$ cat config.mk
export PLATFORM = sky130hd
export DESIGN_NAME = cau_front
export DESIGN_NICKNAME = d
export VERILOG_FILES = /design/src/cau_pkg.sv /design/src/cau_front.sv
export SDC_FILE = /design/constraint.sdc
export NUM_CORES = 1
export LEC_CHECK = 0
export ABC_AREA = 1
export BUFFER_PORTS_ARGS = -buffer_cell sky130_fd_sc_hd__buf_2
export CAP_MARGIN = 10
export CORE_ASPECT_RATIO = 0.5
export CORE_UTILIZATION = 35
export DETAILED_ROUTE_END_ITERATION = 8
export MAX_ROUTING_LAYER = met4
export PLACE_DENSITY_LB_ADDON = 0.08
export SETUP_SLACK_MARGIN = 0.5
export SLEW_MARGIN = 40
export SYNTH_ARGS = -nofsm -noshare
export SYNTH_HDL_FRONTEND = slang
export SYNTH_SLANG_ARGS = --single-unit
$ cat constraint.sdc
create_clock -name clock -period 3.6 [get_ports clock]
set_input_delay 0.18 -clock clock [delete_from_list [all_inputs] [get_ports clock]]
set_output_delay 0.18 -clock clock [all_outputs]
set_load 0.02 [all_outputs]
$ cat src/cau_pkg.sv
// Package for the complex arithmetic unit: beat types, operation and status codes,
// datapath widths, the arctangent table and the saturation helpers.
// Depends on nothing; every module of the block imports it.
package cau_pkg;

   localparam int DW      = 16;            // operand and result width
   localparam int FB      = 8;             // fraction bits
   localparam int FUNC_W  = 3;
   localparam int PW      = 2 * DW;        // product width
   localparam int DQW     = DW + 1;        // quotient bits produced by the divider
   localparam int DIV_PRE = DQW - FB - 1;  // right shift of the dividend that forms the first remainder
   localparam int PKW     = PW - FB + 1;   // magnitude width handed to the saturator
   localparam int CW      = DW + 4;        // CORDIC x and y width
   localparam int ZW      = 34;            // CORDIC angle width, radians scaled by 2^30
   localparam int ITERS   = 28;            // CORDIC iterations, one iteration stage each
   localparam int ANG_SH  = 30 - FB;
   localparam int QDEPTH  = 2;
   localparam int LIM_POS = 2 ** (DW - 1) - 1;
   localparam int LIM_NEG = 2 ** (DW - 1);

   localparam logic signed [DW:0]   WIDE_MAX = (DW + 1)'(LIM_POS);
   localparam logic signed [DW:0]   WIDE_MIN = (DW + 1)'(-LIM_NEG);
   localparam logic signed [ZW-1:0] PI_Q30   = ZW'(64'sd3373259426);

   localparam logic signed [ZW-1:0] ATAN_TAB [ITERS] = '{
      ZW'(843314856), ZW'(497837829), ZW'(263043836), ZW'(133525158), ZW'(67021686),
      ZW'(33543515), ZW'(16775850), ZW'(8388437), ZW'(4194282), ZW'(2097149),
      ZW'(1048575), ZW'(524287), ZW'(262143), ZW'(131071), ZW'(65535), ZW'(32767),
      ZW'(16383), ZW'(8191), ZW'(4095), ZW'(2047), ZW'(1023), ZW'(511), ZW'(255),
      ZW'(127), ZW'(63), ZW'(31), ZW'(15), ZW'(8)
   };

   typedef enum logic [FUNC_W-1:0] {
      OP_ADD  = 3'd0,
      OP_SUB  = 3'd1,
      OP_MUL  = 3'd2,
      OP_DIV  = 3'd3,
      OP_CONJ = 3'd4,
      OP_MAG  = 3'd5,
      OP_ARG  = 3'd6,
      OP_NONE = 3'd7
   } op_type;

   typedef enum logic [1:0] {
      ST_OK       = 2'd0,
      ST_DIV_ZERO = 2'd1,
      ST_SAT      = 2'd2
   } st_type;

   typedef struct packed {
      logic [FUNC_W-1:0]     func;
      logic signed [DW-1:0]  a_re;
      logic signed [DW-1:0]  a_im;
      logic signed [DW-1:0]  b_re;
      logic signed [DW-1:0]  b_im;
   } req_type;

   typedef struct packed {
      logic signed [DW-1:0]  res_re;
      logic signed [DW-1:0]  res_im;
      logic [1:0]            status;
   } rsp_type;

   typedef struct packed {
      op_type                op;
      logic signed [DW-1:0]  a_re;
      logic signed [DW-1:0]  a_im;
      logic signed [DW-1:0]  b_re;
      logic signed [DW-1:0]  b_im;
   } work_type;

   typedef struct packed {
      logic                  sat;
      logic signed [DW-1:0]  val;
   } val_type;

   typedef struct packed {
      logic signed [CW-1:0]  x;
      logic signed [CW-1:0]  y;
      logic signed [ZW-1:0]  z;
      logic                  zero;
   } cor_type;

   typedef struct packed {
      op_type                op;
      val_type               s_re;
      val_type               s_im;
      logic                  neg_re;
      logic                  neg_im;
      logic [PW-1:0]         mag_re;
      logic [PW-1:0]         mag_im;
      logic [PW-1:0]         den;
      logic                  dz;
      logic                  dov_re;
      logic                  dov_im;
      logic [PW-1:0]         dr_re;
      logic [PW-1:0]         dr_im;
      logic [DQW-1:0]        dq_re;
      logic [DQW-1:0]        dq_im;
      logic [PW-1:0]         sq_rem;
      logic [DW-1:0]         sq_root;
      cor_type               cor;
   } it_type;

   // Clamp a sign and magnitude pair into the signed result range.
   function automatic val_type sat_pack(input logic neg, input logic [PKW-1:0] mag);
      val_type r;
      r.sat = 1'b0;
      if (!neg) begin
         if (mag > PKW'(LIM_POS)) begin
            r.sat = 1'b1;
            r.val = DW'(LIM_POS);
         end else begin
            r.val = mag[DW-1:0];
         end
      end else begin
         if (mag > PKW'(LIM_NEG)) begin
            r.sat = 1'b1;
            r.val = DW'(-LIM_NEG);
         end else begin
            r.val = DW'(PKW'(0) - mag);
         end
      end
      return r;
   endfunction

   // Clamp a value one bit wider than the result.
   function automatic val_type sat_wide(input logic signed [DW:0] s);
      val_type r;
      r.sat = 1'b0;
      if (s > WIDE_MAX) begin
         r.sat = 1'b1;
         r.val = DW'(LIM_POS);
      end else if (s < WIDE_MIN) begin
         r.sat = 1'b1;
         r.val = DW'(-LIM_NEG);
      end else begin
         r.val = s[DW-1:0];
      end
      return r;
   endfunction

endpackage

$ cat src/cau_front.sv
// Front end of the complex arithmetic unit: takes request beats, decodes the
// operation and holds them in a two-entry queue for the execution pipeline.
// Depends on cau_pkg.
module cau_front (
   input  logic              clock,
   input  logic              reset,
   input  logic              req_push,
   output logic              req_full,
   input  cau_pkg::req_type  req_data,
   output logic              head_valid,
   output cau_pkg::work_type head,
   input  logic              head_take
);
   import cau_pkg::*;

   work_type       mem_ff [QDEPTH];
   work_type       entry;
   logic           wr_ptr_ff, wr_ptr_in;
   logic           rd_ptr_ff, rd_ptr_in;
   logic [1:0]     count_ff, count_in;
   logic           push;

   assign req_full   = (count_ff == 2'(QDEPTH));
   assign head_valid = (count_ff != 2'd0);
   assign head       = mem_ff[rd_ptr_ff];
   assign push       = req_push && !req_full;

   always_comb begin
      entry.a_re = req_data.a_re;
      entry.a_im = req_data.a_im;
      entry.b_re = req_data.b_re;
      entry.b_im = req_data.b_im;
      unique case (op_type'(req_data.func))
         OP_ADD:  entry.op = OP_ADD;
         OP_SUB:  entry.op = OP_SUB;
         OP_MUL:  entry.op = OP_MUL;
         OP_DIV:  entry.op = OP_DIV;
         OP_CONJ: entry.op = OP_CONJ;
         OP_MAG:  entry.op = OP_MAG;
         OP_ARG:  entry.op = OP_ARG;
         default: entry.op = OP_NONE;
      endcase
   end

   always_comb begin
      wr_ptr_in = push ? ~wr_ptr_ff : wr_ptr_ff;
      rd_ptr_in = head_take ? ~rd_ptr_ff : rd_ptr_ff;
      count_in  = count_ff + 2'(push) - 2'(head_take);
   end

   always_ff @(posedge clock) begin
      if (reset) begin
         wr_ptr_ff <= 1'b0;
         rd_ptr_ff <= 1'b0;
         count_ff  <= 2'd0;
      end else begin
         wr_ptr_ff <= wr_ptr_in;
         rd_ptr_ff <= rd_ptr_in;
         count_ff  <= count_in;
      end
   end

   always_ff @(posedge clock) begin
      if (push) begin
         mem_ff[wr_ptr_ff] <= entry;
      end
   end

endmodule

# Word-level counts from Yosys, hierarchy flattened
# Memory sizes are Yosys's and may differ from the RTL's. A register that Yosys moved wholly into a read port is not among the register bits.
# Cells that the tools add are included.
# Widths: inputs -> output; s select.
[classes] n_mul=0 n_div=0 n_shift=0 addsub=2 n_mux=5 order_cmp=0 n_reduce_logical=4 bitwise_logic=2 eq_ne=7
[ops] op="$pmux 3 s7" count=1
[ops] op="$eq 3x3->1 const B" count=3
[ops] op="$eq 3x2->1 const B" count=2
[ops] op="$mux 1" count=4
[ops] op="$eq 3x1->1 const B" count=1
[ops] op="$logic_not 3->1" count=1
[ops] op="$add 2x1->2" count=1
[ops] op="$eq 2x2->1 const B" count=1
[ops] op="$not 1->1" count=2
[ops] op="$reduce_bool 2->1" count=1
[ops] op="$sub 2x1->2" count=1
[ops] op="$logic_and 1x1->1" count=1
[ops] op="$logic_not 1->1" count=1
[totals] wordCells=24 ff_bits=4 out_inout_bits=69 ramBits=134 rom_bits=0 memories=1 latchBits=0
[mem_list] name="mem_ff" depth=2 word_bits=67 rd=1 rd_clocked_by_memory_dff=1 write_ports=1 line="cau_front.sv:16" rtl="work_type mem_ff [QDEPTH];"

# Depth between registers and ports, before layout
[depth] depth_word=5 ltp_mapped=11 mapped_depth_nobuf=11

# Worst setup path before layout
# Ideal clock, no wire load.
[synth_timing] kind="register -> register" start="register count_ff[0]" end="memory mem_ff[0][0] (netlist name) (enable)" required_ps=3108 arrival_time_ps=3335 setup_slack_ps=-227 period_less_slack_ps=3827 setup_ps=492 path_stages_with_launch=5 path_cell_list="dfxtp_1 > inv_1 > nand2_1 > nand2_1 > nor2_1"
[synth_via] elab_chain_cells=5
[synth_lines] element="from (decl)" line="cau_front.sv:20" rtl="logic [1:0] count_ff, count_in;"
[synth_lines] element="from (signal assigned)" line="cau_front.sv:59" rtl="count_ff <= count_in;"
[synth_lines] element="$eq 2x2->1" line="cau_front.sv:23" rtl="assign req_full = (count_ff == 2'(QDEPTH));"
[synth_lines] element="$logic_not 1->1" line="cau_front.sv:26" rtl="assign push = req_push && !req_full;"
[synth_lines] element="$logic_and 1x1->1" line="cau_front.sv:26"
[synth_lines] element="$mux 1" line="cau_front.sv:64" rtl="if (push) begin"
[synth_lines] element="$mux 1 (not written as such)" line="cau_front.sv:65" rtl="mem_ff[wr_ptr_ff] <= entry;"
[synth_lines] element="to (decl)" line="cau_front.sv:16"
# Every way passes these cells.

==> run metrics <==
run status=complete, no violations; Die Area=15,400 um2; Cells after DPL=between 500 and 600; crit path DAT=1650 ps; Wirelength per Cell=roughly 15 um; crit path time final=between 1500 and 2000 ps; Area Growth Syn to Fin=43.9%; worst skew pair latency=400 ps; Netlist Area Pre-Place=slightly above 5000 um2; worst rel slew slack=a little under three fifths; Initial Util=a little over a third; Rows=31; VDD IR max=0.370 mV; crit path to=head[4]; clock buffer depth=2; Setup violations, final=0; Placed Area=~6100 um2; Pwr Density=slightly above 600 nW/um2; HPWL after DPL=about 6.5 mm; cts bufs inserted=17; largest net degree at the start of global routing=68; Post-Layout Cell Count=between 600 and 700; Initial DRC Count=100; Hold Path Cell Cnt=3; CTS tree=yes; Placement Setup Slack=1870 ps; post-layout instance area=between 7000 and 8000 um2; Worst EP required=~3400 ps; share of layout cells above drive strength 1=between 50% and 60%; Clock Skew=8.50 ps; first-pass iteration count of the detailed router=4; H-tree levels=4; crit start category=register; # nets final=538; final slew viol count=0; register area share after synthesis=between 70% and 80%; Core ar.=14,500 um2; Max-Cap Viols=0; syn avg cell area=21.3 um2; initial antenna violation count=0; hold slack=a little over 70 ps; global route total overflow=0; Leakage=2.93 nW; Reg clk slew, reported paths=about 60 ps; Total Wirelength=a little under 10 mm; count of cell types in the netlist=15; RSZ-0062 raised after global routing=no; die height=slightly below 90 um; Crit Path Max Fanout=31; number of vias per cell=about 4.3; number of fill cells in the layout=~1,200; Synth Register Bits=between 100 and 150; total power=roughly 4.5 mW; CTS Root Cell=clkbuf_16; gr usage total=between 10% and 20%; vias in the first global route=about 3,200; Max Clock Freq=approximately 0.55 GHz; r2r endpoint=mem_ff[1][49]; Worst R2R Setup Slack=about 1900 ps; die extent in x=174 um; TNS Setup=0 ps; WS Path Type=reg -> out; placer's final routability congestion estimate=approximately 0.72; Least-Margin Pin Slew=between 600 and 700 ps; Post-DRT Antenna Nets=0; RR Startpoint=count_ff[0]; Top Ports=140; Syn Inst Count=~240; first-pass GRT wire length=about 15 mm; IO buf count=roughly 140; Period Utilization, post-route=between 50% and 60%; DR vias=roughly 2,900; Final Util=roughly 52%; Clock Sink Count=between 100 and 150; Hold Crit Class=in -> reg; worst-case reg-to-reg path depth=5; post-route worst setup slack=1770 ps; drc violations=0; ANT cells=0; Syn. warnings=0; final hold viol count=0; Syn Nets=317; Worst setup EP type=output port; Post-CTS Setup Bufs=0
-- final cells by class --
class / count / area, um2 / area share, %
multi-input combinational: 87 / 977 / 13.1
tap: 198 / 248 / 3.32
sequential: 139 / 4130 / 55.2
clock buffer: 19 / 433 / 5.79
clock inverter: 13 / 214 / 2.86
inverter: 8 / 30.0 / 0.402
timing repair buffer: 212 / 1440 / 19.3
-- cell families (layout without fill, tap and decap cells) --
logic type                 Yosys count  after routing  share of synthesized area, %
AOI/OAI and AO/OA                    2              2                         0.193
xor gates and xnor gates             1              1                         0.169
DFF                                139            139                          79.4
adders and majority gates            2              2                         0.482
and+or+nand+nor                     15             15                          1.13
buffers and inverters               18            252                          1.88
muxes                               67             67                          16.7
-- worst max-delay path, cell delays in order, from the launching register on --
cell and delay (ps):
dfxtp_4 420, buf_12 250, mux2_2 380, buf_2 160
-- synthesized netlist by cell type --
master / number / area share, %
mux2_2: 37 / 8.0
a21oi_1: 2 / 0.19
nor2_1: 6 / 0.43
clkbuf_1: 3 / 0.22
buf_6: 3 / 0.65
ha_1: 2 / 0.48
dfxtp_1: 5 / 1.9
buf_4: 1 / 0.14
inv_1: 8 / 0.58
mux2_4: 30 / 8.7
buf_2: 3 / 0.29
nand3_1: 2 / 0.19
xnor2_1: 1 / 0.17
edfxtp_1: 134 / 78
nand2_1: 7 / 0.51
-- sequential cells by signal (all words and copies together) (netlist names), named ones only --
register / cells
wr_ptr_ff: 1
mem_ff: 134
count_ff: 2
rd_ptr_ff: 1
-- timing repair --
action / 4_1_cts / 5_1_grt
hold buffers: 68 / 0
resized for setup: 0 / 0
hold endpoints to repair: 137 / 0
-- power breakdown --
part / switching [mW] / leakage [nW] / internal [mW] / total (mW)
combinational: 0.362 / 1.33 / 0.293 / 0.655
clock: 0.659 / 0.309 / 1.24 / 1.90
sequential: 0.0365 / 1.29 / 1.94 / 1.97
total: 1.06 / 2.93 / 3.47 / 4.52
-- worst min-delay path by stage --
| stage | startpoint | end |
|---|---|---|
| floorplan | reset | count_ff[0] |
| global placement | req_data[62] | mem_ff[0][62] |
| detailed placement | req_data[22] | mem_ff[1][22] |
| CTS | head_take | rd_ptr_ff |
| global route | head_take | rd_ptr_ff |
| finish | head_take | rd_ptr_ff |
-- layer usage --
metal  wire length [um]  vias up  track usage [%]
met5                  0        -                -
met4                 56        0             4.86
met3                477        8             4.25
met2               4970       84             23.8
met1               4430     1427             16.1
li1                   -     1384                -
-- cell usage in the layout, fill, tap and decap left out, drive strengths merged --
master / synthesis / final
clkinvlp: 0 / 2
nand3: 2 / 2
edfxtp: 134 / 134
clkbuf: 3 / 19
dfxtp: 5 / 5
mux2: 67 / 67
a21oi: 2 / 2
buf: 7 / 144
clkinv: 0 / 3
dlygate4sd3: 0 / 68
nand2: 7 / 7
inv: 8 / 11
ha: 2 / 2
bufinv: 0 / 5
xnor2: 1 / 1
nor2: 6 / 6
Note: power is estimated with default switching activity, not from simulation.
