--- src/cau_pkg.sv ---
// Package for the complex arithmetic unit: beat types, operation and status codes,
// datapath widths, the arctangent table and the saturation helpers.
// Depends on nothing; every module of the block imports it.
package cau_pkg;

   localparam int DW      = 16;            // operand and result width
   localparam int FB      = 8;             // fraction bits
   localparam int FUNC_W  = 3;
   localparam int PW      = 2 * DW;        // product width
   localparam int DQW     = DW + 1;        // quotient bits produced by the divider
   localparam int DIV_PRE = DQW - FB - 1;  // right shift of the dividend that forms the first remainder
   localparam int PKW     = PW - FB + 1;   // magnitude width handed to the saturator
   localparam int CW      = DW + 4;        // CORDIC x and y width
   localparam int ZW      = 34;            // CORDIC angle width, radians scaled by 2^30
   localparam int ITERS   = 28;            // CORDIC iterations, one iteration stage each
   localparam int ANG_SH  = 30 - FB;
   localparam int QDEPTH  = 2;
   localparam int LIM_POS = 2 ** (DW - 1) - 1;
   localparam int LIM_NEG = 2 ** (DW - 1);

   localparam logic signed [DW:0]   WIDE_MAX = (DW + 1)'(LIM_POS);
   localparam logic signed [DW:0]   WIDE_MIN = (DW + 1)'(-LIM_NEG);
   localparam logic signed [ZW-1:0] PI_Q30   = ZW'(64'sd3373259426);

   localparam logic signed [ZW-1:0] ATAN_TAB [ITERS] = '{
      ZW'(843314856), ZW'(497837829), ZW'(263043836), ZW'(133525158), ZW'(67021686),
      ZW'(33543515), ZW'(16775850), ZW'(8388437), ZW'(4194282), ZW'(2097149),
      ZW'(1048575), ZW'(524287), ZW'(262143), ZW'(131071), ZW'(65535), ZW'(32767),
      ZW'(16383), ZW'(8191), ZW'(4095), ZW'(2047), ZW'(1023), ZW'(511), ZW'(255),
      ZW'(127), ZW'(63), ZW'(31), ZW'(15), ZW'(8)
   };

   typedef enum logic [FUNC_W-1:0] {
      OP_ADD  = 3'd0,
      OP_SUB  = 3'd1,
      OP_MUL  = 3'd2,
      OP_DIV  = 3'd3,
      OP_CONJ = 3'd4,
      OP_MAG  = 3'd5,
      OP_ARG  = 3'd6,
      OP_NONE = 3'd7
   } op_type;

   typedef enum logic [1:0] {
      ST_OK       = 2'd0,
      ST_DIV_ZERO = 2'd1,
      ST_SAT      = 2'd2
   } st_type;

   typedef struct packed {
      logic [FUNC_W-1:0]     func;
      logic signed [DW-1:0]  a_re;
      logic signed [DW-1:0]  a_im;
      logic signed [DW-1:0]  b_re;
      logic signed [DW-1:0]  b_im;
   } req_type;

   typedef struct packed {
      logic signed [DW-1:0]  res_re;
      logic signed [DW-1:0]  res_im;
      logic [1:0]            status;
   } rsp_type;

   typedef struct packed {
      op_type                op;
      logic signed [DW-1:0]  a_re;
      logic signed [DW-1:0]  a_im;
      logic signed [DW-1:0]  b_re;
      logic signed [DW-1:0]  b_im;
   } work_type;

   typedef struct packed {
      logic                  sat;
      logic signed [DW-1:0]  val;
   } val_type;

   typedef struct packed {
      logic signed [CW-1:0]  x;
      logic signed [CW-1:0]  y;
      logic signed [ZW-1:0]  z;
      logic                  zero;
   } cor_type;

   typedef struct packed {
      op_type                op;
      val_type               s_re;
      val_type               s_im;
      logic                  neg_re;
      logic                  neg_im;
      logic [PW-1:0]         mag_re;
      logic [PW-1:0]         mag_im;
      logic [PW-1:0]         den;
      logic                  dz;
      logic                  dov_re;
      logic                  dov_im;
      logic [PW-1:0]         dr_re;
      logic [PW-1:0]         dr_im;
      logic [DQW-1:0]        dq_re;
      logic [DQW-1:0]        dq_im;
      logic [PW-1:0]         sq_rem;
      logic [DW-1:0]         sq_root;
      cor_type               cor;
   } it_type;

   // Clamp a sign and magnitude pair into the signed result range.
   function automatic val_type sat_pack(input logic neg, input logic [PKW-1:0] mag);
      val_type r;
      r.sat = 1'b0;
      if (!neg) begin
         if (mag > PKW'(LIM_POS)) begin
            r.sat = 1'b1;
            r.val = DW'(LIM_POS);
         end else begin
            r.val = mag[DW-1:0];
         end
      end else begin
         if (mag > PKW'(LIM_NEG)) begin
            r.sat = 1'b1;
            r.val = DW'(-LIM_NEG);
         end else begin
            r.val = DW'(PKW'(0) - mag);
         end
      end
      return r;
   endfunction

   // Clamp a value one bit wider than the result.
   function automatic val_type sat_wide(input logic signed [DW:0] s);
      val_type r;
      r.sat = 1'b0;
      if (s > WIDE_MAX) begin
         r.sat = 1'b1;
         r.val = DW'(LIM_POS);
      end else if (s < WIDE_MIN) begin
         r.sat = 1'b1;
         r.val = DW'(-LIM_NEG);
      end else begin
         r.val = s[DW-1:0];
      end
      return r;
   endfunction

endpackage

--- src/cau_outq.sv ---
// Result queue of the complex arithmetic unit: two entries that decouple the
// execution pipeline from the consumer. Depends on cau_pkg.
module cau_outq (
   input  logic             clock,
   input  logic             reset,
   input  logic             in_push,
   input  cau_pkg::rsp_type in_data,
   output logic             in_full,
   output logic             rsp_empty,
   input  logic             rsp_pop,
   output cau_pkg::rsp_type rsp_data
);
   import cau_pkg::*;

   rsp_type     mem_ff [QDEPTH];
   logic        wr_ptr_ff, wr_ptr_in;
   logic        rd_ptr_ff, rd_ptr_in;
   logic [1:0]  count_ff, count_in;
   logic        push, pop;

   assign in_full   = (count_ff == 2'(QDEPTH));
   assign rsp_empty = (count_ff == 2'd0);
   assign rsp_data  = mem_ff[rd_ptr_ff];
   assign push      = in_push && !in_full;
   assign pop       = rsp_pop && !rsp_empty;

   always_comb begin
      wr_ptr_in = push ? ~wr_ptr_ff : wr_ptr_ff;
      rd_ptr_in = pop ? ~rd_ptr_ff : rd_ptr_ff;
      count_in  = count_ff + 2'(push) - 2'(pop);
   end

   always_ff @(posedge clock) begin
      if (reset) begin
         wr_ptr_ff <= 1'b0;
         rd_ptr_ff <= 1'b0;
         count_ff  <= 2'd0;
      end else begin
         wr_ptr_ff <= wr_ptr_in;
         rd_ptr_ff <= rd_ptr_in;
         count_ff  <= count_in;
      end
   end

   always_ff @(posedge clock) begin
      if (push) begin
         mem_ff[wr_ptr_ff] <= in_data;
      end
   end

endmodule

--- config.mk ---
export PLATFORM = sky130hd
export DESIGN_NAME = cau_outq
export DESIGN_NICKNAME = d
export VERILOG_FILES = /design/src/cau_pkg.sv /design/src/cau_outq.sv
export SDC_FILE = /design/constraint.sdc
export NUM_CORES = 1
export LEC_CHECK = 0
export BUFFER_PORTS_ARGS = -buffer_cell sky130_fd_sc_hd__buf_2
export CAP_MARGIN = 25
export CELL_PAD_IN_SITES_DETAIL_PLACEMENT = 0
export CELL_PAD_IN_SITES_GLOBAL_PLACEMENT = 1
export CORE_MARGIN = 8
export CORE_UTILIZATION = 43
export CTS_CLUSTER_SIZE = 40
export DETAILED_ROUTE_END_ITERATION = 8
export PLACE_DENSITY = 0.78
export SLEW_MARGIN = 20
export SYNTH_ARGS = -nofsm -noshare
export SYNTH_HDL_FRONTEND = slang
export SYNTH_SLANG_ARGS = --single-unit
export TNS_END_PERCENT = 1
--- constraint.sdc ---
create_clock -name clock -period 2.7 [get_ports clock]
set_input_delay 0.54 -clock clock [delete_from_list [all_inputs] [get_ports clock]]
set_output_delay 0.54 -clock clock [all_outputs]
set_load 0.005 [all_outputs]
## Yosys cells after proc, flatten, opt, wreduce, memory -nomap -nowiden

Memories as Yosys holds them, arrays and structs flattened. A register that Yosys moved wholly into a read port is not among the register bits.
Index checks and enable logic that the tools add are counted.

| operators by class | value |
|---|---|
| $add $sub $neg | 2 |
| eq/ne operators | 1 |
| muxes and demuxes | 4 |
| bitwise logic cells | 2 |
| reduce and logical (&&, ||, !) cells | 5 |

Operators by type and width:

| kind | count |
|---|---|
| 1-bit 2-to-1 mux | 4 |
| 2-bit by 1-bit adder with 2-bit output | 1 |
| 2-bit equality test, second input constant | 1 |
| 1-bit logical AND | 2 |
| 1-bit logical NOT | 2 |
| 2-bit logical NOT | 1 |
| 1-bit inverter | 2 |
| 2-bit by 1-bit subtractor with 2-bit output | 1 |

| storage, ports and cells | value |
|---|---|
| register bits after elaboration | 4 |
| memory bits (writable) | 68 |
| input port bits | 38 |
| word-level logic and storage cells | 18 |
| memories | 1 |

Memories:

| name | depth | bits a word | rd ports | clocked after Yosys merged registers in | write ports | line | source |
|---|---|---|---|---|---|---|---|
| mem_ff | 2 | 34 | 1 | 1 | 1 | cau_outq.sv:15 | `rsp_type mem_ff [QDEPTH];` |

## Longest topological paths before layout

| depth | value |
|---|---|
| word-level depth | 5 |
| gate-level depth with buffers | 8 |

## Worst setup path before layout

OpenSTA, ideal clock, no wires.

| path | value |
|---|---|
| path kind | in2reg |
| start point | input port in_push |
| end point | memory mem_ff[0][0] (netlist bit), enable pin |
| setup time | 0.389 ns |
| arrival time | 1.608 ns |
| data required time | 2.311 ns |
| setup slack | 0.703 ns |
| stages | 3 |
| path buffers | 0 |
| cells stage by stage | inv_1 -> or3_1 -> inv_1 |

| between the ends | value |
|---|---|
| longest elaborated chain between the ends | 3 |

RTL lines:

| item | line | source |
|---|---|---|
| start: declaration | cau_outq.sv:6 | `input logic in_push,` |
| 1-bit logical AND | cau_outq.sv:24 | `assign push = in_push && !in_full;` |
| 1-bit 2-to-1 mux | cau_outq.sv:46 | `if (push) begin` |
| 1-bit 2-to-1 mux (implied by the code) | cau_outq.sv:47 | `mem_ff[wr_ptr_ff] <= in_data;` |
| end: declaration | cau_outq.sv:15 |  |

No other way between the ends.

==> flow_results.xml <==
<?xml version="1.0" encoding="UTF-8"?>
<metrics>
  <group name="worst_setup_path">
    <metric name="critPathMaxFanout" unit="">21</metric>
    <metric name="worst-endpoint-arrival" unit="ns">1.59</metric>
    <metric name="timing.setup.critical_path_class" unit="">flop to output port</metric>
    <metric name="cp_data_required_time" unit="ns">2.16</metric>
    <metric name="crit_path_end_kind" unit="">output port</metric>
    <metric name="r2r.worst_path.cells" unit="">2</metric>
    <metric name="worst_setup_path_start_kind" unit="">flop</metric>
  </group>
  <group name="die">
    <metric name="floorplan.die.width" unit="um">95</metric>
    <metric name="initial_core_util" unit="%">44.80</metric>
    <metric name="dieHeight" unit="um">95</metric>
    <metric name="row_count" unit="">28</metric>
    <metric name="floorplan.core_area" unit="sq um">5991</metric>
    <metric name="die_area" unit="sq um">9025</metric>
    <metric name="ioPinCount" unit="">74</metric>
  </group>
  <group name="timing">
    <metric name="timing_worst_slew_pin_value" unit="ns">0.8117</metric>
    <metric name="hold_viol_final" unit="">0</metric>
    <metric name="max_slew_margin" unit="%">45.89</metric>
    <metric name="count_of_endpoints_failing_setup_in_the_final_report" unit="">0</metric>
    <metric name="whs" unit="ns">0.4020</metric>
    <metric name="worst_setup_margin" unit="ns">0.5682</metric>
    <metric name="layout_worst_path_cycle_share" unit="%">78.96</metric>
    <metric name="setup-tns-final" unit="ns">0</metric>
    <metric name="period_minus_slack" unit="ns">2.132</metric>
    <metric name="maxClockFrequency" unit="GHz">0.4691</metric>
    <metric name="rsz0062_at_grt" unit="">no</metric>
    <metric name="clock-skew-final" unit="ns">0.005999</metric>
    <metric name="slew_viol_final" unit="">0</metric>
  </group>
  <group name="yosys">
    <metric name="synthesis.instances" unit="">133</metric>
    <metric name="synth.avg_cell_area" unit="sq um">20.18</metric>
    <metric name="synth_nets" unit="">173</metric>
    <metric name="main_combinational_cell_family_by_area_after_synthesis" unit="">multiplexers</metric>
    <metric name="synth_cell_types" unit="">21</metric>
    <metric name="number_of_synthesized_register_bits" unit="">73</metric>
    <metric name="post_synthesis_mux_area_share" unit="%">14.27</metric>
    <metric name="synth_adder_area_share" unit="%">0.9324</metric>
    <metric name="synth_cell_area" unit="sq um">2684</metric>
    <metric name="post_synth_xor_area_fraction" unit="%">0.6527</metric>
    <metric name="synth-seq-area-share" unit="%">79.81</metric>
    <metric name="yosys_warnings" unit="">0</metric>
    <metric name="post_synth_and_or_nand_nor_area_fraction" unit="%">2.191</metric>
    <metric name="synth_compound_area_share" unit="%">0.6527</metric>
  </group>
  <group name="power_and_ir_drop">
    <metric name="p_seq_share" unit="%">48.6</metric>
    <metric name="p_comb_share" unit="%">24.0</metric>
    <metric name="total_switching_power" unit="mW">0.7691</metric>
    <metric name="p_leak" unit="nW">1.290</metric>
    <metric name="p_total" unit="mW">3.134</metric>
    <metric name="power-per-cell-area" unit="nW/um^2">934.2</metric>
    <metric name="power.internal" unit="mW">2.365</metric>
    <metric name="clock_power_share" unit="%">27.4</metric>
    <metric name="sw_frac_of_total" unit="%">24.54</metric>
    <metric name="max-vdd-ir-drop" unit="uV">455.6</metric>
  </group>
  <group name="clock_tree">
    <metric name="clkLatencyLatePin" unit="ns">0.32</metric>
    <metric name="clockBufferDepth" unit="">2</metric>
    <metric name="cts_hold_buffers" unit="">0</metric>
    <metric name="clk_pin_slew_worst_paths" unit="ns">0.07</metric>
    <metric name="cts_repair_resize_count" unit="">0</metric>
    <metric name="htree_levels" unit="">3</metric>
    <metric name="clock_tree.root_cell" unit="">sky130_fd_sc_hd__clkbuf_8</metric>
    <metric name="cts_setup_buffers" unit="">0</metric>
    <metric name="cts_num_sinks" unit="">73</metric>
    <metric name="tritoncts_buffer_count" unit="">9</metric>
    <metric name="cts_tree" unit="">done</metric>
  </group>
  <group name="placed_design">
    <metric name="place_congestion" unit="">0.6719</metric>
    <metric name="post-place-cells" unit="">280</metric>
    <metric name="placement.io_buffers" unit="">73</metric>
    <metric name="hpwl" unit="mm">3.293</metric>
    <metric name="preCtsSetupSlack" unit="ns">0.8933</metric>
  </group>
  <group name="cells_and_area">
    <metric name="final_nets" unit="">256</metric>
    <metric name="num-fill-cells" unit="">496</metric>
    <metric name="diodes" unit="">0</metric>
    <metric name="layout.cells.most_common" unit="">sky130_fd_sc_hd__buf_2</metric>
    <metric name="final_cell_count_no_fill" unit="">295</metric>
    <metric name="most-common-layout-cells" unit="">sky130_fd_sc_hd__buf_2 (73), sky130_fd_sc_hd__edfxtp_1 (68), sky130_fd_sc_hd__mux2_2 (34)</metric>
    <metric name="final_layout_size_suffix_gt1_share" unit="%">57.27</metric>
    <metric name="layout_overhead_on_the_synthesized_area" unit="%">24.99</metric>
  </group>
  <group name="detailed_routing">
    <metric name="route.detailed.vias_per_inst" unit="">4.688</metric>
    <metric name="wirelength" unit="mm">4.726</metric>
    <metric name="drt_iter0_markers" unit="">50</metric>
    <metric name="drc_errors" unit="">0</metric>
    <metric name="drtPass1Iterations" unit="">4</metric>
    <metric name="post_drt_wl_per_cell" unit="um">16.02</metric>
    <metric name="vias" unit="">1383</metric>
    <metric name="antenna_violating_nets_left" unit="">0</metric>
  </group>
  <group name="global_routing">
    <metric name="largest_net_degree_at_the_start_of_global_routing" unit="">35</metric>
    <metric name="grt_overflow_total" unit="">0</metric>
    <metric name="gr-usage-all-layers" unit="%">10.66</metric>
    <metric name="grt_pass1_vias" unit="">1488</metric>
    <metric name="wire_length_of_the_first_global_routing_pass" unit="mm">7.224</metric>
    <metric name="number_of_antenna_violations_at_the_first_check_in_global_routing" unit="">0</metric>
  </group>
  <group name="status">
    <metric name="outcome" unit="">finished, final reports clean</metric>
  </group>
  <group name="min_path">
    <metric name="holdCritPathClass" unit="">input pin to flop</metric>
    <metric name="worstHoldPathCells" unit="">1</metric>
  </group>
  <group name="job">
    <metric name="maxCapViolations" unit="">0</metric>
  </group>
</metrics>
-- cell usage after synthesis --
master | count | area, sq um
sky130_fd_sc_hd__a21oi_1 | 1 | 5.000
sky130_fd_sc_hd__and2_1 | 1 | 6.260
sky130_fd_sc_hd__and3_2 | 1 | 7.510
sky130_fd_sc_hd__buf_2 | 2 | 10.01
sky130_fd_sc_hd__buf_4 | 2 | 15.01
sky130_fd_sc_hd__dfxtp_1 | 5 | 100.1
sky130_fd_sc_hd__edfxtp_1 | 68 | 2042
sky130_fd_sc_hd__ha_1 | 2 | 25.02
sky130_fd_sc_hd__inv_1 | 3 | 11.26
sky130_fd_sc_hd__inv_2 | 1 | 3.750
sky130_fd_sc_hd__mux2_2 | 34 | 382.9
sky130_fd_sc_hd__nand2_1 | 1 | 3.750
sky130_fd_sc_hd__nand2b_2 | 1 | 8.760
sky130_fd_sc_hd__nor2_1 | 4 | 15.01
sky130_fd_sc_hd__nor2b_1 | 1 | 6.260
sky130_fd_sc_hd__nor3_1 | 1 | 5.000
sky130_fd_sc_hd__o21a_1 | 1 | 7.510
sky130_fd_sc_hd__o21ai_0 | 1 | 5.000
sky130_fd_sc_hd__or3_1 | 1 | 6.260
sky130_fd_sc_hd__xnor2_1 | 1 | 8.760
sky130_fd_sc_hd__xor2_1 | 1 | 8.760
-- final timing paths --
path / start / to / slack, ns
setup / recovery: flop / rsp_data[12] / 0.57
hold / removal: in_data[32] / mem_ff[0][32]$_DFFE_PP_ / 0.40
setup reg to reg: count_ff[0]$_SDFF_PP0_ / mem_ff[1][19]$_DFFE_PP_ / 1.05
hold reg to reg: wr_ptr_ff$_SDFFE_PP0P_ / wr_ptr_ff$_SDFFE_PP0P_ / 0.49
-- power by group through the flow --
stage	Combinational (mW)	Clock, mW	Sequential (mW)
CTS	0.778	0.883	1.53
global placement	0.769	0	1.54
global route	0.833	0.929	1.55
floorplan	0.478	0	1.50
detailed placement	0.773	0	1.55
finish	0.753	0.858	1.52
-- layer usage --
layer	up-vias	track usage (%)	part of all wire, %
met1	659	12.17	41
met4	0	5.462	1.3
met2	44	17.03	48
met3	9	4.206	9.4
met5	-	0	0
li1	671	-	-
-- worst max-delay path, stage by stage, from the launching register on --
cell and delay, ns:
sky130_fd_sc_hd__dfxtp_2 0.55, sky130_fd_sc_hd__buf_12 0.23, sky130_fd_sc_hd__mux2_2 0.36, sky130_fd_sc_hd__buf_2 0.13
-- registers in the layout (all words and copies together) (netlist names), named ones only --
register and cells:
rd_ptr_ff 1, count_ff 2, wr_ptr_ff 1, mem_ff 68
-- logic make-up after synthesis --
group           count (synthesis)
flops                          73
compound gates                  3
xor+xnor                        2
mux                            34
simple gates                   11
fa+ha+maj                       2
buf+inv                         8
-- final cells by class --
cell class	instances	area, sq um	area share (%)
Sequential cell	73	2143	63.89
Multi-Input combinational cell	52	501.7	14.96
Timing Repair Buffer	76	400.4	11.94
Clock buffer	11	131.4	3.916
Tap cell	75	93.84	2.797
Clock inverter	4	68.82	2.051
Inverter	4	15.01	0.4476
-- metrics by stage --
stage,utilization (%),instance area [sq um]
5_1_grt,55.99,3354
4_1_cts,55.99,3354
2_1_floorplan,-,2684
3_3_place_gp,52.65,3154
3_5_place_dp,52.65,3154
6_report,55.99,3354
Note: power is estimated with default switching activity, not from simulation.
